File: config.mk
export PLATFORM = sky130hd
export DESIGN_NAME = tcw_ctrl
export DESIGN_NICKNAME = d
export VERILOG_FILES = /design/src/sv/tcw_pkg.sv /design/src/sv/tcw_ctrl.sv
export SDC_FILE = /design/constraint.sdc
export NUM_CORES = 1
export LEC_CHECK = 0
export ABC_AREA = 1
export BUFFER_PORTS_ARGS = -buffer_cell sky130_fd_sc_hd__buf_2
export CAP_MARGIN = 5
export CORE_MARGIN = 4
export CORE_UTILIZATION = 45
export CTS_CLUSTER_DIAMETER = 100
export DETAILED_ROUTE_END_ITERATION = 10
export GPL_ROUTABILITY_DRIVEN = 0
export GPL_TIMING_DRIVEN = 0
export PLACE_DENSITY = 0.68
export SLEW_MARGIN = 10
export SYNTH_ARGS = -nofsm -noshare
export SYNTH_HDL_FRONTEND = slang
export SYNTH_SLANG_ARGS = --single-unit
File: constraint.sdc
create_clock -name clk_i -period 1.9 [get_ports clk_i]
set_input_delay 0.095 -clock clk_i [delete_from_list [all_inputs] [get_ports clk_i]]
set_output_delay 0.095 -clock clk_i [all_outputs]
set_load 0.02 [all_outputs]
File: src/sv/tcw_pkg.sv
package tcw_pkg;

  typedef enum logic [1:0] {
    KIND_PUT   = 2'd0,
    KIND_SET   = 2'd1,
    KIND_CLEAR = 2'd2,
    KIND_READ  = 2'd3
  } kind_e;

  localparam logic [7:0] CHAR_TAB       = 8'h09;
  localparam logic [7:0] CHAR_NL        = 8'h0A;
  localparam logic [7:0] CHAR_CR        = 8'h0D;
  localparam logic [7:0] CHAR_SPACE     = 8'h20;
  localparam logic [7:0] CHAR_PRINT_MAX = 8'h7F;
  localparam logic [7:0] RESET_ATTR     = 8'h07;
  localparam int unsigned TAB_STOP      = 8;

  typedef struct packed {
    logic capture;    // latch the accepted transaction
    logic exec_put;   // apply a put-character step to the cursor and the store
    logic exec_set;   // apply a set-cursor step
    logic rd_cell;    // issue the cell read for a read transaction
    logic cap_cell;   // capture the read data into the result
    logic home;       // cursor to row 0, column 0
    logic cnt_clr;    // restart the sweep counter
    logic copy_step;  // one step of the scroll copy
    logic fill_step;  // blank one cell at the sweep counter
    logic fill_init;  // blank with the reset attribute
    logic load_out;   // load the output register
  } tcw_cmd_t;

  typedef struct packed {
    kind_e kind;
    logic  need_scroll;
    logic  copy_end;
    logic  cnt_last;
  } tcw_status_t;

endpackage

File: src/sv/tcw_ctrl.sv
module tcw_ctrl (
  input  logic                 clk_i,
  input  logic                 rst_ni,
  input  logic                 in_valid_i,
  output logic                 in_ready_o,
  output logic                 out_valid_o,
  input  logic                 out_ready_i,
  input  tcw_pkg::tcw_status_t status_i,
  output tcw_pkg::tcw_cmd_t    cmd_o
);

  typedef enum logic [7:0] {
    ST_INIT   = 8'b0000_0001,
    ST_IDLE   = 8'b0000_0010,
    ST_EXEC   = 8'b0000_0100,
    ST_READ   = 8'b0000_1000,
    ST_SCROLL = 8'b0001_0000,
    ST_BLANK  = 8'b0010_0000,
    ST_CLEAR  = 8'b0100_0000,
    ST_DONE   = 8'b1000_0000
  } state_e;

  state_e state_q, state_d;
  logic   out_valid_q, out_valid_d;
  logic   slot_free;
  logic   accept;

  assign slot_free  = !out_valid_q || out_ready_i;
  assign in_ready_o = (state_q == ST_IDLE) || ((state_q == ST_DONE) && slot_free);
  assign accept     = in_valid_i && in_ready_o;

  always_comb begin
    state_d = state_q;
    cmd_o   = '0;
    cmd_o.capture = accept;
    case (state_q)
      ST_INIT: begin
        cmd_o.fill_step = 1'b1;
        cmd_o.fill_init = 1'b1;
        if (status_i.cnt_last) begin
          state_d = ST_IDLE;
        end
      end
      ST_IDLE: begin
        if (accept) begin
          state_d = ST_EXEC;
        end
      end
      ST_EXEC: begin
        case (status_i.kind)
          tcw_pkg::KIND_PUT: begin
            cmd_o.exec_put = 1'b1;
            if (status_i.need_scroll) begin
              cmd_o.cnt_clr = 1'b1;
              state_d       = ST_SCROLL;
            end else begin
              state_d = ST_DONE;
            end
          end
          tcw_pkg::KIND_SET: begin
            cmd_o.exec_set = 1'b1;
            state_d        = ST_DONE;
          end
          tcw_pkg::KIND_CLEAR: begin
            cmd_o.home    = 1'b1;
            cmd_o.cnt_clr = 1'b1;
            state_d       = ST_CLEAR;
          end
          tcw_pkg::KIND_READ: begin
            cmd_o.rd_cell = 1'b1;
            state_d       = ST_READ;
          end
          default: state_d = ST_DONE;
        endcase
      end
      ST_READ: begin
        cmd_o.cap_cell = 1'b1;
        state_d        = ST_DONE;
      end
      ST_SCROLL: begin
        cmd_o.copy_step = 1'b1;
        if (status_i.copy_end) begin
          state_d = ST_BLANK;
        end
      end
      ST_BLANK, ST_CLEAR: begin
        cmd_o.fill_step = 1'b1;
        if (status_i.cnt_last) begin
          state_d = ST_DONE;
        end
      end
      ST_DONE: begin
        if (slot_free) begin
          cmd_o.load_out = 1'b1;
          state_d        = accept ? ST_EXEC : ST_IDLE;
        end
      end
      default: state_d = ST_IDLE;
    endcase
  end

  assign out_valid_d = cmd_o.load_out || (out_valid_q && !out_ready_i);
  assign out_valid_o = out_valid_q;

  always_ff @(posedge clk_i or negedge rst_ni) begin
    if (!rst_ni) begin
      state_q     <= ST_INIT;
      out_valid_q <= 1'b0;
    end else begin
      state_q     <= state_d;
      out_valid_q <= out_valid_d;
    end
  end

endmodule
==> flow_metrics.env <==
export IMPL_crit_buf_inv=2
export IMPL_vias_per_cell=4.56
export IMPL_clock_path_buffers=2
export IMPL_drv_slew=0
export IMPL_synthTopCellsByArea="dfrtp_1 (28%), nor2_4 (13%), nand2_1 (12%), inv_1 (10%), nor2_1 (6.9%)"
export IMPL_die_w_um=47.6
export IMPL_rsz0062_at_grt="false"
export IMPL_track_usage_pct=14.0
export IMPL_multi_input_area_um2=390
export IMPL_grt_max_degree=10
export IMPL_path_class="flop to output port"
export IMPL_cellPowerDensity_mw_per_mm2=1090
export IMPL_path_max_fanout=4
export IMPL_cts_root_buffer="clkbuf_4"
export IMPL_seq_area_um2=226
export IMPL_reg2reg_from="state_q[0]"
export IMPL_dp_hpwl_mm=1.20
export IMPL_firstDrtPassIters=4
export IMPL_syn_to_final_growth_pct=22.8
export IMPL_syn_area_um2=707
export IMPL_hold_violations=0
export IMPL_slowest_stage="dfrtp_1"
export IMPL_clk_latency_ns=0.26
export IMPL_clk_pin_slew_ns=0.06
export IMPL_endpoint="cmd_o[4]"
export IMPL_synth_most_common_cell="nand2_1"
export IMPL_synth_common_cells="nand2_1 (23), inv_1 (19), nor2_1 (13)"
export IMPL_final_layout_size_suffix_gt1_share_pct=39.8
export IMPL_status="finished clean"
export IMPL_ir_drop_uv=448
export IMPL_wl_mm=1.39
export IMPL_slowest_delay_ns=0.43
export IMPL_period_needed_ns=1.74
export IMPL_cp_common_cell="nor2_4"
export IMPL_cp_required_ns=1.80
export IMPL_final_setup_viol_count=0
export IMPL_cts_sinks=9
export IMPL_instances_no_fill=144
export IMPL_fin_tns_setup_ns=0
export IMPL_place_ws_ns=0.441
export IMPL_synthesis_nets=111
export IMPL_yosysWarningCount=0
export IMPL_cts_tree="done"
export IMPL_initial_core_util_pct=47.5
export IMPL_synthArstFlopShare_pct=100
export IMPL_crit_cells=8
export IMPL_grt_pass1_vias=576
export IMPL_drtIter0Drc=2
export IMPL_synthesis_instances=102
export IMPL_setup_slack_ns=0.165
export IMPL_finalCritPeriodShare_pct=91.3
export IMPL_grt_pass1_wl_mm=2.29
export IMPL_slew_headroom_pct=86.0
export IMPL_hp_start="status_i[2]"
export IMPL_ant_nets=0
export IMPL_antenna_found_initial=0
export IMPL_hold_path_class="primary input to flop"
export IMPL_dp_cells=139
export IMPL_synth_seq_cells=9
export IMPL_nets=138
export IMPL_diodes=0
export IMPL_power_leakage_nw=0.539
export IMPL_drc=0
export IMPL_skew_ns=0.000380
export IMPL_synth_edff_count=0
export IMPL_critPathCaptureType="output port"
export IMPL_cts_setup_buffers=0
export IMPL_numPortBuffers=21
export IMPL_worstMarginPinSlew_ns=0.210
export IMPL_start_kind="flop"
export IMPL_synth_top_area_share_pct=28.3
export IMPL_numCtsBuffers=3
export IMPL_synth_distinct_cells=18
export IMPL_num_io_pins=22
export IMPL_crit_chain="nor2_4 -> nand2_4 -> nor2_4 -> nand2_1 -> nor2_2 -> a21oi_1 -> inv_1 -> buf_2"
export IMPL_nFillCells=148
export IMPL_syn_avg_cell_area_um2=6.93
export IMPL_r2r_end="state_q[6]"
export IMPL_vias=657
export IMPL_critical_path_arrival_ns=1.64
export IMPL_synth_ff_type="dfrtp_1"
export IMPL_wl_per_cell_um=9.65
export IMPL_rr_worst_depth=9
export IMPL_crit_start="state_q[5]"
export IMPL_dieArea_mm2=0.00227
export IMPL_cap_violations=0
export IMPL_h_tree_depth=1
export IMPL_num_rows=14
export IMPL_clock_fmax_mhz=576
export IMPL_reg2reg_slack_ns=0.54
export IMPL_coreArea_mm2=0.00149
export IMPL_ys_seq_area_share_pct=32.0
export IMPL_die_h_um=47.6
export IMPL_path_delay_family="simple AND/OR/NAND/NOR gates"
export IMPL_hold_slack_ns=0.0531
export IMPL_overflow=0
export IMPL_synth_top_cell_by_area="dfrtp_1"
worst register-to-register path, delay by kind of cell, from the launching register on:
family                 cells  cell delay, ns
AND/OR/NAND/NOR            8            0.61
flip-flops                 1            0.57
buffers and inverters      1            0.07
layout make-up:
cell class	count	area share, %
Sequential cell	9	26.1
Tap cell	16	2.31
Buffer	1	0.865
Inverter	22	9.51
Timing Repair Buffer	22	13.3
Clock buffer	4	3.03
Multi-Input combinational cell	70	45.0
power breakdown:
| part | internal [mW] | leakage, nW | switching (mW) |
|---|---|---|---|
| clock network | 0.0810 | 0.0150 | 0.0682 |
| logic | 0.188 | 0.405 | 0.348 |
| registers | 0.227 | 0.118 | 0.0359 |
| total | 0.496 | 0.539 | 0.452 |
cells by family after synthesis:
| family | after synthesis | share of synthesized area (%) |
|---|---|---|
| DFF | 9 | 32.0 |
| AOI/OAI and AO/OA | 4 | 3.18 |
| and+or+nand+nor | 66 | 52.0 |
| buffers and inverters | 23 | 12.7 |
repair_timing:
item	4_1_cts	5_1_grt
setup endpoints to repair	0	0
gates resized for setup	0	0
hold buffers	1	0
endpoints found under the hold margin	9	0
cell usage in the layout, fill, tap and decap left out, drive strengths merged:
master / instances
nand2: 30
dfstp: 1
clkinv: 1
inv: 21
buf: 22
nand3: 8
clkbuf: 4
a21boi: 1
dfrtp: 8
dlygate4sd3: 1
a21oi: 1
nor2: 28
o21ai: 2
state kept, by name, indices dropped and copies added, names as in the netlist:
name / count
out_valid_o: 1
state_q: 8
through the flow:
stage | cell area (um2) | power (mW) | util, %
floorplan | 707 | 0.691 | -
global placement | 832 | 0.791 | 55.9
detailed placement | 832 | 0.806 | 55.9
CTS | 868 | 0.954 | 58.3
global route | 868 | 1.03 | 58.3
finish | 868 | 0.948 | 58.3
how the worst min path moves through the flow:
| stage | end | slack, ns | cells past startpoint |
|---|---|---|---|
| 2_1_floorplan | out_valid_o | -0.20 | 0 |
| 3_3_place_gp | state_q[5] | -0.04 | 1 |
| 3_5_place_dp | state_q[6] | -0.04 | 1 |
| 4_1_cts | state_q[4] | 0.06 | 3 |
| 5_1_grt | state_q[4] | 0.07 | 3 |
| 6_report | state_q[4] | 0.05 | 3 |
routing by layer:
layer  GRT usage, %  wire [um]
met2           22.2        638
met5              0          0
met3           1.50         98
met1           19.2        632
met4           6.45         21
No activity file was read; power rests on OpenSTA's default activity.
